### config.mk
export PLATFORM = sky130hd
export DESIGN_NAME = integer_to_ascii_formatter
export DESIGN_NICKNAME = d
export VERILOG_FILES = /design/src/sv/itoa_pkg.sv /design/src/sv/itoa_radix_conv.sv /design/src/sv/integer_to_ascii_formatter.sv
export VERILOG_INCLUDE_DIRS = /design/src /design/src/sv
export SDC_FILE = /design/constraint.sdc
export NUM_CORES = 1
export LEC_CHECK = 0
export BUFFER_PORTS_ARGS = -buffer_cell sky130_fd_sc_hd__buf_2
export CORE_ASPECT_RATIO = 1.4
export CORE_UTILIZATION = 55
export DETAILED_ROUTE_END_ITERATION = 10
export GPL_TIMING_DRIVEN = 0
export PLACE_DENSITY = 0.77
export SYNTH_ARGS = -nofsm -noshare
export SYNTH_HDL_FRONTEND = slang
export SYNTH_SLANG_ARGS = --single-unit
### constraint.sdc
create_clock -name clock -period 2.45 [get_ports clock]
set_input_delay 0.49 -clock clock [delete_from_list [all_inputs] [get_ports clock]]
set_output_delay 0.49 -clock clock [all_outputs]
set_load 0.03 [all_outputs]
### src/sv/integer_to_ascii_formatter_macros.svh
// Assertion helpers for the formatter RTL.
`ifndef INTEGER_TO_ASCII_FORMATTER_MACROS_SVH
`define INTEGER_TO_ASCII_FORMATTER_MACROS_SVH

// Check a property on every rising clock edge outside reset.
`define ITOA_ASSERT(label, clk, rst, prop, msg) \
   label: assert property (@(posedge clk) disable iff (rst) prop) else $error(msg);

// Check a property on every rising clock edge, reset included.
`define ITOA_ASSERT_ALWAYS(label, clk, prop, msg) \
   label: assert property (@(posedge clk) prop) else $error(msg);

`endif

### src/sv/itoa_pkg.sv
`timescale 1ns / 1ps

package itoa_pkg;

   // Operand port width and default significant bits
   localparam int VAL_W      = 32;
   localparam int VAL_BITS   = 32;
   // Digit positions scanned on output (decimal digits of a 32-bit value)
   localparam int DIGITS     = 10;
   localparam int WIDTH_W    = 4;
   localparam int CHAR_W     = 7;

   localparam logic [WIDTH_W-1:0] MAX_MIN_WIDTH = 4'd9;
   localparam logic [WIDTH_W-1:0] PTR_DIGITS    = 4'd8;

   localparam logic [CHAR_W-1:0] CHAR_ZERO  = 7'h30;
   localparam logic [CHAR_W-1:0] CHAR_A     = 7'h61;
   localparam logic [CHAR_W-1:0] CHAR_MINUS = 7'h2D;
   localparam logic [CHAR_W-1:0] CHAR_X     = 7'h78;

   typedef enum logic [1:0] {
      OP_SDEC = 2'd0,
      OP_UDEC = 2'd1,
      OP_HEX  = 2'd2,
      OP_PTR  = 2'd3
   } op_type;

   typedef enum logic [2:0] {
      ST_IDLE,
      ST_CONV,
      ST_SIGN,
      ST_PFX0,
      ST_PFXX,
      ST_DIGITS
   } state_type;

   // Control from the sequencer to the radix converter
   typedef struct packed {
      logic start;
      logic dec;
      logic pop;
   } conv_ctl_type;

   // Status from the radix converter
   typedef struct packed {
      logic       busy;
      logic [3:0] digit;
   } conv_sts_type;

   // Map a digit value to its lowercase ASCII character
   function automatic logic [CHAR_W-1:0] digit_char(input logic [3:0] d);
      logic [CHAR_W-1:0] c;
      if (d < 4'd10) begin
         c = CHAR_ZERO + {3'd0, d};
      end else begin
         c = CHAR_A + {3'd0, d} - 7'd10;
      end
      return c;
   endfunction

endpackage

### src/sv/itoa_radix_conv.sv
`timescale 1ns / 1ps

module itoa_radix_conv #(
   parameter int OP_BITS = itoa_pkg::VAL_BITS
) (
   input  logic                   clock,
   input  logic                   reset,
   input  itoa_pkg::conv_ctl_type ctl,
   input  logic [OP_BITS-1:0]     mag,
   output itoa_pkg::conv_sts_type sts
);

   localparam int CNT_W = $clog2(OP_BITS + 1);
   localparam int DIG_W = itoa_pkg::DIGITS * 4;

   logic [OP_BITS-1:0] bin_ff, bin_in;
   logic [DIG_W-1:0]   dig_ff, dig_in;
   logic [DIG_W-1:0]   adj;
   logic [CNT_W-1:0]   cnt_ff, cnt_in;
   logic               run_ff, run_in;
   logic               dec_ff, dec_in;

   // In decimal mode, add three to every digit of five or more before the shift
   always_comb begin
      for (int i = 0; i < itoa_pkg::DIGITS; i++) begin
         if (dec_ff && (dig_ff[i*4 +: 4] >= 4'd5)) begin
            adj[i*4 +: 4] = dig_ff[i*4 +: 4] + 4'd3;
         end else begin
            adj[i*4 +: 4] = dig_ff[i*4 +: 4];
         end
      end
   end

   // Load, shift one operand bit in per cycle, or pop the top digit
   always_comb begin
      bin_in = bin_ff;
      dig_in = dig_ff;
      cnt_in = cnt_ff;
      run_in = run_ff;
      dec_in = dec_ff;
      priority if (ctl.start) begin
         bin_in = mag;
         dig_in = '0;
         cnt_in = CNT_W'(OP_BITS);
         run_in = 1'b1;
         dec_in = ctl.dec;
      end else if (run_ff) begin
         bin_in = {bin_ff[OP_BITS-2:0], 1'b0};
         dig_in = {adj[DIG_W-2:0], bin_ff[OP_BITS-1]};
         cnt_in = cnt_ff - CNT_W'(1);
         run_in = (cnt_ff != CNT_W'(1));
      end else if (ctl.pop) begin
         dig_in = {dig_ff[DIG_W-5:0], 4'd0};
      end
   end

   always_ff @(posedge clock) begin
      if (reset) begin
         run_ff <= 1'b0;
         cnt_ff <= '0;
      end else begin
         run_ff <= run_in;
         cnt_ff <= cnt_in;
      end
      bin_ff <= bin_in;
      dig_ff <= dig_in;
      dec_ff <= dec_in;
   end

   assign sts.busy  = run_ff;
   assign sts.digit = dig_ff[DIG_W-1 -: 4];

endmodule

### src/sv/integer_to_ascii_formatter.sv
`timescale 1ns / 1ps
// Integer-to-ASCII formatter: each request carries a 32-bit value, a conversion
// kind (signed decimal, unsigned decimal, hex with "0x", or pointer hex padded
// to 8 digits) and a minimum digit count (saturated at 9). The block returns
// the characters one per response, most significant first, with rsp_last on
// the final one; hex digits are lowercase. Only the low min(VALUE_BITS, 32)
// bits of the value are used. One request is in work at a time. From one accepted
// request to the next the block accepts, shifts one operand bit per cycle through
// the serial binary-to-digit shift register, sees the conversion finish, then
// emits each sign or prefix character and scans out each of the ten digit
// positions, leading zeros included; the response side can stall each emitted
// character.
`include "integer_to_ascii_formatter_macros.svh"

module integer_to_ascii_formatter #(
   parameter int VALUE_BITS = itoa_pkg::VAL_BITS
) (
   input  logic                                clock,
   input  logic                                reset,
   input  logic                                req_valid,
   output logic                                req_ready,
   input  logic [1:0]                          req_op,
   input  logic [itoa_pkg::VAL_W-1:0]          req_value,
   input  logic [itoa_pkg::WIDTH_W-1:0]        req_min_width,
   output logic                                rsp_valid,
   input  logic                                rsp_ready,
   output logic [itoa_pkg::CHAR_W-1:0]         rsp_ascii_char,
   output logic                                rsp_last
);

   localparam int OP_BITS = (VALUE_BITS > itoa_pkg::VAL_W) ? itoa_pkg::VAL_W : VALUE_BITS;
   localparam bit SIGN_IN = (VALUE_BITS <= itoa_pkg::VAL_W);
   localparam int WW      = itoa_pkg::WIDTH_W;

   itoa_pkg::state_type   state_ff, state_in;
   itoa_pkg::op_type      op_ff, op_in, req_op_e;
   logic                  neg_ff, neg_in;
   logic [WW-1:0]         width_ff, width_in;
   logic [WW-1:0]         pos_ff, pos_in;
   logic                  seen_ff, seen_in;
   logic                  rsp_valid_ff, rsp_valid_in;
   logic [itoa_pkg::CHAR_W-1:0] rsp_char_ff, rsp_char_in;
   logic                  rsp_last_ff, rsp_last_in;

   logic                  accept;
   logic                  out_free;
   logic                  req_neg;
   logic [OP_BITS-1:0]    req_bits;
   logic [OP_BITS-1:0]    req_mag;
   logic                  digit_needed;
   logic                  emit;
   logic [itoa_pkg::CHAR_W-1:0] emit_char;
   logic                  emit_last;
   logic                  step;

   itoa_pkg::conv_ctl_type conv_ctl;
   itoa_pkg::conv_sts_type conv_sts;

   assign req_ready = (state_ff == itoa_pkg::ST_IDLE);
   assign accept    = req_valid && req_ready;
   assign out_free  = !rsp_valid_ff || rsp_ready;
   assign req_op_e  = itoa_pkg::op_type'(req_op);

   // Take the magnitude of a negative signed operand
   assign req_bits = req_value[OP_BITS-1:0];
   assign req_neg  = SIGN_IN && (req_op_e == itoa_pkg::OP_SDEC) && req_bits[OP_BITS-1];
   assign req_mag  = req_neg ? (~req_bits + OP_BITS'(1)) : req_bits;

   // Emit a digit once it is significant, a padding zero, or the ones digit
   assign digit_needed = seen_ff || (conv_sts.digit != 4'd0) || (pos_ff < width_ff) ||
                         (pos_ff == '0);

   itoa_radix_conv #(
      .OP_BITS (OP_BITS)
   ) u_conv (
      .clock (clock),
      .reset (reset),
      .ctl   (conv_ctl),
      .mag   (req_mag),
      .sts   (conv_sts)
   );

   // Next state
   always_comb begin
      state_in = state_ff;
      unique case (state_ff)
         itoa_pkg::ST_IDLE: begin
            if (accept) begin
               state_in = itoa_pkg::ST_CONV;
            end
         end
         itoa_pkg::ST_CONV: begin
            if (!conv_sts.busy) begin
               priority if (neg_ff) begin
                  state_in = itoa_pkg::ST_SIGN;
               end else if (op_ff == itoa_pkg::OP_HEX || op_ff == itoa_pkg::OP_PTR) begin
                  state_in = itoa_pkg::ST_PFX0;
               end else begin
                  state_in = itoa_pkg::ST_DIGITS;
               end
            end
         end
         itoa_pkg::ST_SIGN: begin
            if (out_free) begin
               state_in = itoa_pkg::ST_DIGITS;
            end
         end
         itoa_pkg::ST_PFX0: begin
            if (out_free) begin
               state_in = itoa_pkg::ST_PFXX;
            end
         end
         itoa_pkg::ST_PFXX: begin
            if (out_free) begin
               state_in = itoa_pkg::ST_DIGITS;
            end
         end
         itoa_pkg::ST_DIGITS: begin
            if ((pos_ff == '0) && out_free) begin
               state_in = itoa_pkg::ST_IDLE;
            end
         end
         default: begin
            state_in = itoa_pkg::ST_IDLE;
         end
      endcase
   end

   // Outputs: pick the character to emit and advance the digit scan
   always_comb begin
      emit      = 1'b0;
      emit_char = itoa_pkg::CHAR_ZERO;
      emit_last = 1'b0;
      step      = 1'b0;
      unique case (state_ff)
         itoa_pkg::ST_SIGN: begin
            emit      = out_free;
            emit_char = itoa_pkg::CHAR_MINUS;
         end
         itoa_pkg::ST_PFX0: begin
            emit      = out_free;
            emit_char = itoa_pkg::CHAR_ZERO;
         end
         itoa_pkg::ST_PFXX: begin
            emit      = out_free;
            emit_char = itoa_pkg::CHAR_X;
         end
         itoa_pkg::ST_DIGITS: begin
            emit      = digit_needed && out_free;
            emit_char = itoa_pkg::digit_char(conv_sts.digit);
            emit_last = (pos_ff == '0);
            step      = !digit_needed || out_free;
         end
         default: begin
            emit = 1'b0;
         end
      endcase
   end

   assign conv_ctl.start = accept;
   assign conv_ctl.dec   = (req_op_e == itoa_pkg::OP_SDEC) || (req_op_e == itoa_pkg::OP_UDEC);
   assign conv_ctl.pop   = step;

   // Capture the request and track the digit position
   always_comb begin
      op_in    = op_ff;
      neg_in   = neg_ff;
      width_in = width_ff;
      pos_in   = pos_ff;
      seen_in  = seen_ff;
      if (accept) begin
         op_in  = req_op_e;
         neg_in = req_neg;
         priority if (req_op_e == itoa_pkg::OP_PTR) begin
            width_in = itoa_pkg::PTR_DIGITS;
         end else if (req_min_width > itoa_pkg::MAX_MIN_WIDTH) begin
            width_in = itoa_pkg::MAX_MIN_WIDTH;
         end else begin
            width_in = req_min_width;
         end
         pos_in  = WW'(itoa_pkg::DIGITS - 1);
         seen_in = 1'b0;
      end else if (step) begin
         pos_in  = pos_ff - WW'(1);
         seen_in = seen_ff || emit;
      end
   end

   // Hold a character until the response side takes it
   always_comb begin
      rsp_valid_in = rsp_valid_ff;
      rsp_char_in  = rsp_char_ff;
      rsp_last_in  = rsp_last_ff;
      priority if (emit) begin
         rsp_valid_in = 1'b1;
         rsp_char_in  = emit_char;
         rsp_last_in  = emit_last;
      end else if (rsp_ready) begin
         rsp_valid_in = 1'b0;
      end
   end

   always_ff @(posedge clock) begin
      if (reset) begin
         state_ff     <= itoa_pkg::ST_IDLE;
         rsp_valid_ff <= 1'b0;
      end else begin
         state_ff     <= state_in;
         rsp_valid_ff <= rsp_valid_in;
      end
      op_ff       <= op_in;
      neg_ff      <= neg_in;
      width_ff    <= width_in;
      pos_ff      <= pos_in;
      seen_ff     <= seen_in;
      rsp_char_ff <= rsp_char_in;
      rsp_last_ff <= rsp_last_in;
   end

   assign rsp_valid      = rsp_valid_ff;
   assign rsp_ascii_char = rsp_char_ff;
   assign rsp_last       = rsp_last_ff;

   `ITOA_ASSERT(a_idle_conv_quiet, clock, reset, req_ready |-> !conv_sts.busy, "converter busy while idle")
   `ITOA_ASSERT(a_busy_in_conv, clock, reset, conv_sts.busy |-> (state_ff == itoa_pkg::ST_CONV), "converter busy outside conversion")
   `ITOA_ASSERT(a_last_ends_item, clock, reset, (emit && emit_last) |=> (state_ff == itoa_pkg::ST_IDLE), "last character did not end the request")

endmodule

# Word level (Yosys, flattened, before mapping)
# Index checks and enable logic that the tools add are counted.
dict set report classes {
  n_addsub 16
  order_cmp 13
  n_eq_ne 15
  mux 34
  bitwise 1
  n_reduce_logical 36
}
# operator count
set op_table {}
lappend op_table {{32-bit 2-to-1 mux} 3}
lappend op_table {{40-bit 2-to-1 mux} 2}
lappend op_table {{4-bit by 3-bit greater-or-equal comparator with 1-bit output (second input constant)} 10}
lappend op_table {{4-bit by 2-bit adder with 4-bit output (second input constant)} 9}
lappend op_table {{4-bit 2-to-1 mux} 9}
lappend op_table {{32-bit by 1-bit adder with 32-bit output (second input constant)} 1}
lappend op_table {{32-bit NOT} 1}
lappend op_table {{3-bit 2-to-1 mux} 8}
lappend op_table {{7-bit one-hot mux with 3 select lines} 1}
lappend op_table {{3-bit one-hot mux with 5 select lines} 1}
lappend op_table {{1-bit logical AND} 14}
lappend op_table {{6-bit 2-to-1 mux} 2}
lappend op_table {{1-bit logical OR} 8}
lappend op_table {{6-bit by 4-bit adder with 7-bit output (first input constant)} 1}
lappend op_table {{6-bit by 5-bit adder with 7-bit output (first input constant)} 1}
lappend op_table {{7-bit 2-to-1 mux} 1}
lappend op_table {{7-bit by 4-bit subtractor with 7-bit output (second input constant)} 1}
lappend op_table {{2-bit equality test (second input constant)} 3}
lappend op_table {{3-bit by 2-bit equality test with 1-bit output (second input constant)} 2}
lappend op_table {{3-bit equality test (second input constant)} 2}
lappend op_table {{1-bit 2-to-1 mux} 6}
lappend op_table {{2-bit inequality test (second input constant)} 3}
lappend op_table {{6-bit by 1-bit inequality test with 1-bit output (second input constant)} 1}
lappend op_table {{2-bit nonzero test} 3}
lappend op_table {{18 further kinds} 22}
dict set report word_totals {
  register_bits 104
  in_bits 42
  output_inout_bits 10
  elab_cells 131
}

# Longest topological paths before layout
# Gate-level depths: netlist of run 1.
dict set report depth {
  ltp_word 9
  depth_mapped 9
  mapped_depth_nobuf 7
}

# Hierarchy
# A second synthesis of run 1 with hierarchy kept.
dict set report hier_totals {
  cells_unflattened 695
  area_unflattened_um2 6352.3
}
# mod instances cells_each area_per_inst_um2
set modules_own_cells {}
lappend modules_own_cells {itoa_radix_conv 1 472 4496.8}
lappend modules_own_cells {integer_to_ascii_formatter 1 223 1855.5}

# Least setup slack after synthesis of run 1
# Ideal clock, no wire load.
dict set report synth_path {
  path_kind {register to register}
  start {register state_ff[2]}
  end {register u_conv.bin_ff[0] (enable)}
  setup_ps 394
  arrival_time_ps 2593
  required_time_ps 2056
  slack_ps -537
  path_stages_with_launch 6
  n_path_buf 2
  synth_period_minus_slack_ps 2987
  cell_sequence {dfxtp_1 -> clkbuf_1 -> nor3_1 -> nand2_1 -> clkbuf_8 -> nand2b_1}
}
dict set report synth_between {
  elab_chain_cells 3
}
# item line
set synth_rtl {}
lappend synth_rtl {{from (decl)} integer_to_ascii_formatter.sv:35} ;# itoa_pkg::state_type state_ff, state_in;
lappend synth_rtl {{from (signal assigned)} integer_to_ascii_formatter.sv:205} ;# state_ff <= itoa_pkg::ST_IDLE;
lappend synth_rtl {{from (signal assigned)} integer_to_ascii_formatter.sv:208} ;# state_ff <= state_in;
lappend synth_rtl {{3-bit zero test} integer_to_ascii_formatter.sv:59} ;# assign req_ready = (state_ff == itoa_pkg::ST_IDLE);
lappend synth_rtl {{via req_ready} integer_to_ascii_formatter.sv:21} ;# output logic req_ready,
lappend synth_rtl {{1-bit logical AND} integer_to_ascii_formatter.sv:60} ;# assign accept = req_valid && req_ready;
lappend synth_rtl {{2-bit nonzero test (no source line)} n/a}
lappend synth_rtl {{to (signal assigned)} itoa_radix_conv.sv:65} ;# bin_ff <= bin_in;
lappend synth_rtl {{to (decl)} itoa_radix_conv.sv:16} ;# logic [OP_BITS-1:0] bin_ff, bin_in;
# The timed path passes the listed nets, and every way through them passes these cells.
# A chain may end at the register's enable or synchronous reset.

# Worst setup path after layout of run 1
dict set report layout_path {
  start {register pos_ff[0]}
  end {register u_conv.dig_ff[5]}
}
dict set report layout_between {
  elab_chain_cells 7
  word_cells_on_any_way 8
}
# item line
set layout_rtl {}
lappend layout_rtl {{from (decl)} integer_to_ascii_formatter.sv:39} ;# logic [WW-1:0] pos_ff, pos_in;
lappend layout_rtl {{from (signal assigned)} integer_to_ascii_formatter.sv:214} ;# pos_ff <= pos_in;
lappend layout_rtl {{4-bit less-than comparator} integer_to_ascii_formatter.sv:70} ;# assign digit_needed = seen_ff || (conv_sts.digit != 4'd0) || (pos_ff < width_ff) ||
lappend layout_rtl {{1-bit logical OR} integer_to_ascii_formatter.sv:70}
lappend layout_rtl {{1-bit logical OR *} integer_to_ascii_formatter.sv:70}
lappend layout_rtl {{1-bit zero test *} integer_to_ascii_formatter.sv:152} ;# step = !digit_needed || out_free;
lappend layout_rtl {{1-bit logical OR *} integer_to_ascii_formatter.sv:152}
lappend layout_rtl {{1-bit 2-to-1 mux *} integer_to_ascii_formatter.sv:135} ;# unique case (state_ff)
lappend layout_rtl {{2-bit nonzero test (no source line) *} n/a}
lappend layout_rtl {{to (signal assigned)} itoa_radix_conv.sv:66} ;# dig_ff <= dig_in;
lappend layout_rtl {{to (decl)} itoa_radix_conv.sv:17} ;# logic [DIG_W-1:0] dig_ff, dig_in;
# Mark *: on every way between the ends. The rest lies on a longest branch, timed or not.

==> results.sh, run 1 <==
export IMPL_status="complete, no violations"
export IMPL_leakagePower_nw=2.843
export IMPL_crit_path_start_kind="flop"
export IMPL_ioPinCount=52
export IMPL_worst_slack_ns=0.1105
export IMPL_holdWs_ns=0.3399
export IMPL_place_gp_congestion=0.8991
export IMPL_grt_util_all_layers_pct=29.99
export IMPL_grt_max_degree=33
export IMPL_synthCells=764
export IMPL_vias_per_cell=6.508
export IMPL_diodes=0
export IMPL_grt_overflow=0
export IMPL_r2r_start="pos_ff[0]"
export IMPL_drt_iter0_markers=627
export IMPL_ys_types=64
export IMPL_timing_final_crit_period_ns=2.340
export IMPL_async_flop_share_pct=0
export IMPL_nFillCells=1019
export IMPL_drt_total_wl_um=18370
export IMPL_num_rows=47
export IMPL_cts_tree="yes"
export IMPL_die_w_um=94.74
export IMPL_critPathMaxFanout=10
export IMPL_drive_gt1_share_pct=12.89
export IMPL_p_total_mw=8.770
export IMPL_drc=0
export IMPL_port_buffers=51
export IMPL_ys_seq_area_share_pct=38.24
export IMPL_cts_max_level=3
export IMPL_vdd_ir_drop_max_uv=548.5
export IMPL_slew_violations=0
export IMPL_fin_crit_sh_pct=95.49
export IMPL_path_clk_slew_ns=0.07
export IMPL_pre_cts_ws_ns=-0.2876
export IMPL_dr_pass1_iters=7
export IMPL_post_cts_buffers=0
export IMPL_syn_to_final_growth_pct=12.15
export IMPL_dieHeight_um=131.8
export IMPL_fmax_mhz=427.4
export IMPL_hold_viol=0
export IMPL_startpoint="pos_ff[0]"
export IMPL_min_from="reset"
export IMPL_synth_fp_nets=834
export IMPL_layoutNonFillerInstCount=977
export IMPL_die_area_sq_mm=0.01249
export IMPL_required_ns=2.67
export IMPL_synth_seq_cells=103
export IMPL_ys_warnings_count=0
export IMPL_worst_r2r_setup_slack_ns=0.11
export IMPL_cp_slowest_stage_delay_ns=0.40
export IMPL_end_kind="flop"
export IMPL_synth_area_top_cells="edfxtp_1, dfxtp_1, o21ai_0"
export IMPL_vias=6358
export IMPL_cts_made_buffers=9
export IMPL_drtAntennaViolNets=0
export IMPL_dp_hpwl_um=12940
export IMPL_worstPathArrival_ns=2.56
export IMPL_synth_most_common_cell="o21ai_0"
export IMPL_clock_root_buffer="clkbuf_16"
export IMPL_fin_skew_ns=0.01228
export IMPL_max_cap_violations=0
export IMPL_relSlewSlack_pct=49.89
export IMPL_antenna_found_initial=0
export IMPL_syn_area_per_cell_sq_um=8.668
export IMPL_final_nets=895
export IMPL_cp_cell_sequence="inv_1 -> ha_1 -> or3b_4 -> and4b_2 -> a31o_2 -> clkbuf_4 -> a31oi_1 -> a211oi_1"
export IMPL_clkLatencyLatePin_ns=0.36
export IMPL_cts_hold_buffers=0
export IMPL_setup_viol=0
export IMPL_synth_edf_count=47
export IMPL_clk_path_buf_depth=2
export IMPL_synth_top_area_share_pct=21.31
export IMPL_rsz0062_at_grt="false"
export IMPL_synth_top_area_cell="edfxtp_1"
export IMPL_grt_pass1_wl_um=29590
export IMPL_p_per_area_mw_per_mm2=1181
export IMPL_min_path_type="in -> reg"
export IMPL_synth_common_cells="o21ai_0, dfxtp_1, nand2_1"
export IMPL_slowest_stage="or3b_4"
export IMPL_initial_utilization_pct=56.31
export IMPL_synth_area_sq_mm=0.006623
export IMPL_synth_flop_cell="dfxtp_1"
export IMPL_core_area_sq_mm=0.01176
export IMPL_dp_cells=962
export IMPL_grt_pass1_vias=6141
export IMPL_path_class="reg -> reg"
export IMPL_worst_slew_pin_slew_ns=0.7516
export IMPL_cts_sinks=103
export IMPL_wl_per_cell_um=18.80
-- where the power goes --
group	internal (mW)	total [mW]	switching, mW
clock network	0.703	1.40	0.693
registers	2.73	3.28	0.546
logic	1.49	4.09	2.60
-- path summary, 6_finish.rpt --
check	endpoint	cells past startpoint
max	u_conv.dig_ff[5]	8
min	u_conv.cnt_ff[1]	2
max reg2reg	u_conv.dig_ff[5]	8
min reg2reg	seen_ff	2
-- worst max-delay path: cells and delay by family, from the launching register on --
family | cells | cell delay, ns
compound gates | 3 | 0.71
fa+ha+maj | 1 | 0.17
buf+inv | 2 | 0.30
simple gates | 2 | 0.68
flops | 1 | 0.35
-- metal layers --
layer  up-vias  global-route usage (%)  part of all wire [%]
met3        83                   5.190                   6.2
met5         -                       0                     0
met4         0                   18.77                   5.1
li1       2973                       -                     -
met1      2998                   35.57                    39
met2       304                   49.36                    50
-- layout by cell type, fill, tap and decap left out, drive strengths merged, types with 6 or more instances in the layout --
cell type and instances:
o21ai 84, buf 59, clkbuf 57, dfxtp 56, nand2 54, a21oi 50
edfxtp 47, a31oi 45, inv 42, ha 28, nor2 27, nand3 25
xor2 24, a211oi 23, nor3 22, nand2b 18, and3 16, nand3b 15
xnor2 12, a21o 12, o21a 11, nor4 11, and3b 9, o2111ai 9
a221oi 9, o211ai 9, mux2i 7, o31ai 6
-- metrics by stage --
stage / util [%] / instance area [sq um] / setup TNS [ns]
after floorplan: - / 6630 / 0
after global placement: 60.11 / 7069 / -6.907
after detailed placement: 60.11 / 7069 / -12.18
after CTS: 62.67 / 7371 / 0
after global routing: 63.15 / 7427 / 0
final: 63.15 / 7427 / 0
-- logic make-up (layout without fill, tap and decap cells) --
logic type                 count (synthesis)  after routing  share of synthesized area (%)
AOI/OAI and AO/OA                        270            270                          25.73
DFF                                      103            103                          38.24
other                                      1              1                        0.05662
adders and majority gates                 28             28                          5.290
muxes                                      7              7                          1.058
and+or+nand+nor                          222            223                          18.67
xor gates and xnor gates                  36             36                          4.761
buffers and inverters                     97            162                          6.197
-- timing repair --
item                                    CTS  global route
endpoints found under the setup margin   94            79
pin swaps                                 0             1
resized for setup                         8            25
cloned                                    0             1
-- cell type report --
type                            instances  area (sq um)  share of cell area [%]
Buffer                                 56         281.5                   3.790
Clock buffer                            9         225.2                   3.032
Clock inverter                          7         55.05                  0.7412
Inverter                               39         146.4                   1.971
Multi-Input combinational cell        565          3747                   50.45
Sequential cell                       103          2532                   34.10
Tap cell                              147         183.9                   2.476
Timing Repair Buffer                   51         255.2                   3.437
-- registers in the layout (all words and copies together) (netlist names) --
register / count
u_conv.dig_ff: 40
u_conv.bin_ff: 32
rsp_ascii_char: 7
u_conv.cnt_ff: 6
pos_ff: 4
width_ff: 4
state_ff: 3
neg_ff: 1
op_ff: 1
rsp_last: 1
rsp_valid: 1
seen_ff: 1
u_conv.dec_ff: 1
u_conv.run_ff: 1
Power figures use the tool's default switching activity.
==> inputs of run 2 (changes only) <==
- PLACE_DENSITY: 0.77 -> 0.81
==> results.sh, run 2 (same netlist as run 1, synthesis figures left out) <==
export IMPL_status="complete, no violations"
export IMPL_place_gp_congestion=0.9522
export IMPL_syn_to_final_growth_pct=12.11
export IMPL_worst_r2r_setup_slack_ns=0.10
export IMPL_grt_pass1_wl_um=30310
export IMPL_setup_viol=0
export IMPL_initial_utilization_pct=56.31
export IMPL_min_path_type="in -> reg"
export IMPL_slew_violations=0
export IMPL_top_register="u_conv.dig_ff"
export IMPL_vdd_ir_drop_max_uv=565.1
export IMPL_min_from="reset"
export IMPL_timing_final_crit_period_ns=2.346
export IMPL_worst_slew_pin_slew_ns=0.7272
export IMPL_core_area_sq_mm=0.01176
export IMPL_dp_hpwl_um=13080
export IMPL_fin_skew_ns=0.01084
export IMPL_dr_pass1_iters=5
export IMPL_required_ns=2.46
export IMPL_layout_common_cells="o21ai_0, dfxtp_1, nand2_1, buf_2, a21oi_1"
export IMPL_diodes=0
export IMPL_r2r_start="pos_ff[0]"
export IMPL_worst_slack_ns=0.1038
export IMPL_fin_crit_sh_pct=95.77
export IMPL_die_area_sq_mm=0.01249
export IMPL_vias_per_cell=6.643
export IMPL_clk_path_buf_depth=2
export IMPL_hold_depth=2
export IMPL_path_clk_slew_ns=0.07
export IMPL_grt_max_degree=33
export IMPL_drtAntennaViolNets=0
export IMPL_leakagePower_nw=2.845
export IMPL_drive_gt1_share_pct=12.88
export IMPL_grt_overflow=0
export IMPL_clock_root_buffer="clkbuf_16"
export IMPL_drc=0
export IMPL_cts_made_buffers=9
export IMPL_largest_reg_flops=40
export IMPL_drt_iter0_markers=677
export IMPL_clkLatencyLatePin_ns=0.36
export IMPL_cp_cell_sequence="inv_1 -> ha_1 -> or3b_1 -> and4b_1 -> a41oi_1 -> a21oi_1 -> a21oi_2"
export IMPL_fmax_mhz=426.2
export IMPL_relSlewSlack_pct=51.52
export IMPL_num_rows=47
export IMPL_vias=6497
export IMPL_layout_commonest_cell="o21ai_0"
export IMPL_critPathMaxFanout=8
export IMPL_grt_pass1_vias=6242
export IMPL_slowest_stage="or3b_1"
export IMPL_p_per_area_mw_per_mm2=1190
export IMPL_path_class="reg -> reg"
export IMPL_end_kind="flop"
export IMPL_wl_per_cell_um=19.13
export IMPL_final_nets=896
export IMPL_p_total_mw=8.837
export IMPL_max_cap_violations=0
export IMPL_worstReg2RegEnd="rsp_last"
export IMPL_dieHeight_um=131.8
export IMPL_dp_cells=962
export IMPL_fin_util_pct=63.13
export IMPL_port_buffers=51
export IMPL_ioPinCount=52
export IMPL_rsz0062_at_grt="true"
export IMPL_drt_total_wl_um=18710
export IMPL_pre_cts_ws_ns=-0.3308
export IMPL_holdPathEnd="u_conv.cnt_ff[1]"
export IMPL_die_w_um=94.74
export IMPL_cts_tree="yes"
export IMPL_cts_max_level=3
export IMPL_cp_slowest_stage_delay_ns=0.42
export IMPL_cts_sinks=103
export IMPL_worstPathArrival_ns=2.35
export IMPL_crit_path_start_kind="flop"
export IMPL_hold_viol=0
export IMPL_worstRegToRegCells=7
export IMPL_antenna_found_initial=0
export IMPL_holdWs_ns=0.3452
export IMPL_grt_util_all_layers_pct=30.79
export IMPL_layoutNonFillerInstCount=978
-- run 2: what timing repair did --
action,in CTS,in global routing
gates resized for setup,8,22
hold buffers,0,0
setup endpoints to repair,85,92
pin swaps,0,1
cloned,0,1
buffers inserted,0,1
hold endpoints to repair,0,0
-- run 2: how the worst max path moves through the flow --
stage / startpoint / endpoint
after floorplan: state_ff[2] / u_conv.bin_ff[1]
after global placement: state_ff[2] / u_conv.bin_ff[1]
after detailed placement: state_ff[2] / u_conv.bin_ff[1]
after CTS: pos_ff[0] / u_conv.dig_ff[10]
after global routing: pos_ff[0] / u_conv.dig_ff[17]
final: pos_ff[0] / rsp_last
-- run 2: critical path: cells and delay by family (launching register included) --
| kind | cells | cell delay (ns) |
|---|---|---|
| AO/OA/AOI/OAI | 3 | 0.69 |
| adder cells (fa/ha/maj) | 1 | 0.17 |
| buffers and inverters | 1 | 0.09 |
| flip-flops | 1 | 0.34 |
| AND/OR/NAND/NOR | 2 | 0.69 |
-- run 2: layer usage --
layer / up-vias / routed length, um / global-route usage [%]
li1: 2972 / - / -
met1: 3083 / 7124 / 36.89
met2: 366 / 9474 / 51.52
met3: 76 / 1300 / 5.652
met4: 0 / 807 / 16.25
met5: - / 0 / 0
-- run 2: area by class of cell --
cell class              instances  area, sq um
well taps                     147        183.9
multi-input cells             565         3741
repair buffers                 52        262.8
fillers                       989         4337
clock buffers                  11        242.7
inverters                      39        146.4
clock inverters                 5        35.03
flip-flops and latches        103         2532
plain buffers                  56        280.3
-- run 2: power by group --
| part | switching (mW) | total (mW) | internal, mW |
|---|---|---|---|
| sequential | 0.552 | 3.29 | 2.74 |
| clock | 0.675 | 1.39 | 0.719 |
| combinational | 2.65 | 4.15 | 1.50 |
-- run 2: stage by stage --
| stage | cell area [sq um] | TNS (ns) |
|---|---|---|
| 6_report | 7425 | 0 |
| 5_1_grt | 7425 | -0.3285 |
| 4_1_cts | 7366 | -0.005548 |
| 3_5_place_dp | 7069 | -9.360 |
| 3_3_place_gp | 7069 | -5.107 |
| 2_1_floorplan | 6630 | 0 |
==> inputs of run 3 (changes only) <==
- CORE_ASPECT_RATIO: 1.4 -> default
==> results.sh, run 3 (same netlist as run 1, synthesis figures left out) <==
export IMPL_vias_per_cell=6.528
export IMPL_min_path_type="in -> reg"
export IMPL_die_area_sq_mm=0.01248
export IMPL_clk_path_buf_depth=2
export IMPL_hold_viol=0
export IMPL_drt_iter0_markers=697
export IMPL_relSlewSlack_pct=51.09
export IMPL_fin_skew_ns=0.007275
export IMPL_crit_path_start_kind="flop"
export IMPL_dp_cells=958
export IMPL_fin_util_pct=64.23
export IMPL_cts_made_buffers=9
export IMPL_dr_pass1_iters=10
export IMPL_setup_viol=0
export IMPL_status="finished with violations"
export IMPL_dp_hpwl_um=13260
export IMPL_path_class="reg -> reg"
export IMPL_leakagePower_nw=2.840
export IMPL_antenna_found_initial=0
export IMPL_grt_util_all_layers_pct=30.06
export IMPL_worst_slew_pin_slew_ns=0.7337
export IMPL_clock_root_buffer="clkbuf_16"
export IMPL_drtAntennaViolNets=0
export IMPL_vias=6352
export IMPL_comb_power_share_pct=46.0
export IMPL_max_cap_violations=0
export IMPL_timing_final_crit_period_ns=2.369
export IMPL_clkLatencyLatePin_ns=0.35
export IMPL_p_seq_share_pct=36.6
export IMPL_grt_pass1_vias=6205
export IMPL_grt_pass1_wl_um=29830
export IMPL_vdd_ir_drop_max_uv=525.7
export IMPL_drc=1
export IMPL_drive_gt1_share_pct=12.29
export IMPL_grt_max_degree=33
export IMPL_critPathMaxFanout=8
export IMPL_layoutNonFillerInstCount=973
export IMPL_die_w_um=111.7
export IMPL_p_switching_mw=3.841
export IMPL_p_total_mw=8.970
export IMPL_slew_violations=0
export IMPL_ioPinCount=52
export IMPL_worst_slack_ns=0.08081
export IMPL_end_kind="flop"
export IMPL_fmax_mhz=422.1
export IMPL_violations="design-rule violations"
export IMPL_p_per_area_mw_per_mm2=1208
export IMPL_pre_cts_ws_ns=-0.2304
export IMPL_top_register="u_conv.dig_ff"
export IMPL_cts_max_level=3
export IMPL_path_clk_slew_ns=0.07
export IMPL_num_rows=39
export IMPL_cts_tree="yes"
export IMPL_diodes=0
export IMPL_syn_to_final_growth_pct=12.17
export IMPL_dieHeight_um=111.7
export IMPL_wl_per_cell_um=19.40
export IMPL_largest_reg_flops=40
export IMPL_p_sw_share_pct=42.82
export IMPL_worst_r2r_setup_slack_ns=0.08
export IMPL_core_area_sq_mm=0.01156
export IMPL_grt_overflow=0
export IMPL_clkPwrFrac_pct=17.3
export IMPL_cts_sinks=103
export IMPL_layout_commonest_cell="o21ai_0"
export IMPL_finalSetupTns_ns=0
export IMPL_required_ns=2.44
export IMPL_cts_hold_buffers=0
export IMPL_worstPathArrival_ns=2.36
export IMPL_layout_common_cells="o21ai_0, dfxtp_1, nand2_1, buf_2, a21oi_1"
export IMPL_initial_utilization_pct=57.26
export IMPL_final_nets=895
export IMPL_p_int_mw=5.129
export IMPL_port_buffers=51
export IMPL_drt_total_wl_um=18870
export IMPL_place_gp_congestion=0.9164
export IMPL_fin_crit_sh_pct=96.70
run 3: cell types whose count changed in the layout (fill, tap and decap cells not counted), moves of 2 or more:
cell        delta
bufinv_16      +2
clkinv_4       -2
clkinv_2       -2
a31oi_2        -4
clkinvlp_4     +2
clkbuf_4       -2
clkbuf_1       +3
a31oi_1        +3
run 3: power groups by stage:
stage / Clock [mW] / Sequential, mW / Combinational [mW]
final: 1.55 / 3.29 / 4.13
after global routing: 1.61 / 3.37 / 4.54
after CTS: 1.54 / 3.26 / 3.99
after global placement: 0 / 3.25 / 3.72
after detailed placement: 0 / 3.29 / 3.94
after floorplan: 0 / 3.24 / 2.83
run 3: per-layer routing:
metal,part of all wire (%),GRT usage [%],up-vias
met5,0,0,-
met4,2.6,14.59,0
met3,7.1,4.954,50
met2,50,52.09,315
met1,41,36.23,3016
li1,-,-,2971
run 3: worst paths after layout:
| path | cells after the start | end | startpoint |
|---|---|---|---|
| max | 7 | rsp_ascii_char[3] | pos_ff[0] |
| min | 2 | u_conv.cnt_ff[1] | reset |
| max reg2reg | 7 | rsp_ascii_char[3] | pos_ff[0] |
| min reg2reg | 2 | u_conv.cnt_ff[1] | u_conv.cnt_ff[1] |
run 3: repair_timing:
| item | in CTS | in global routing |
|---|---|---|
| gates resized for setup | 8 | 16 |
| endpoints found under the setup margin | 87 | 75 |
| hold endpoints to repair | 0 | 0 |
| buffers inserted | 0 | 1 |
| pin swaps | 0 | 3 |
run 3: stage by stage:
stage / hold WS [ns] / area, sq um
finish: 0.3361 / 7428
global route: 0.3410 / 7428
CTS: 0.3343 / 7398
detailed placement: 0.4784 / 7064
global placement: 0.4675 / 7064
floorplan: 0.4375 / 6630
run 3: area by class of cell:
type / instances / area [sq um]
clock buffer: 11 / 232.7
timing repair buffer: 52 / 262.8
clock inverter: 5 / 82.58
buffer: 56 / 275.3
tap: 143 / 178.9
multi-input combinational: 564 / 3717
sequential: 103 / 2532
inverter: 39 / 146.4
fill: 988 / 4136
run 3: critical path: stages (launching register included):
cell,delay [ns]
dfxtp_1,0.34
inv_1,0.08
ha_1,0.17
or3b_4,0.41
and4b_2,0.29
a41oi_1,0.22
a21oi_1,0.09
a21oi_2,0.41
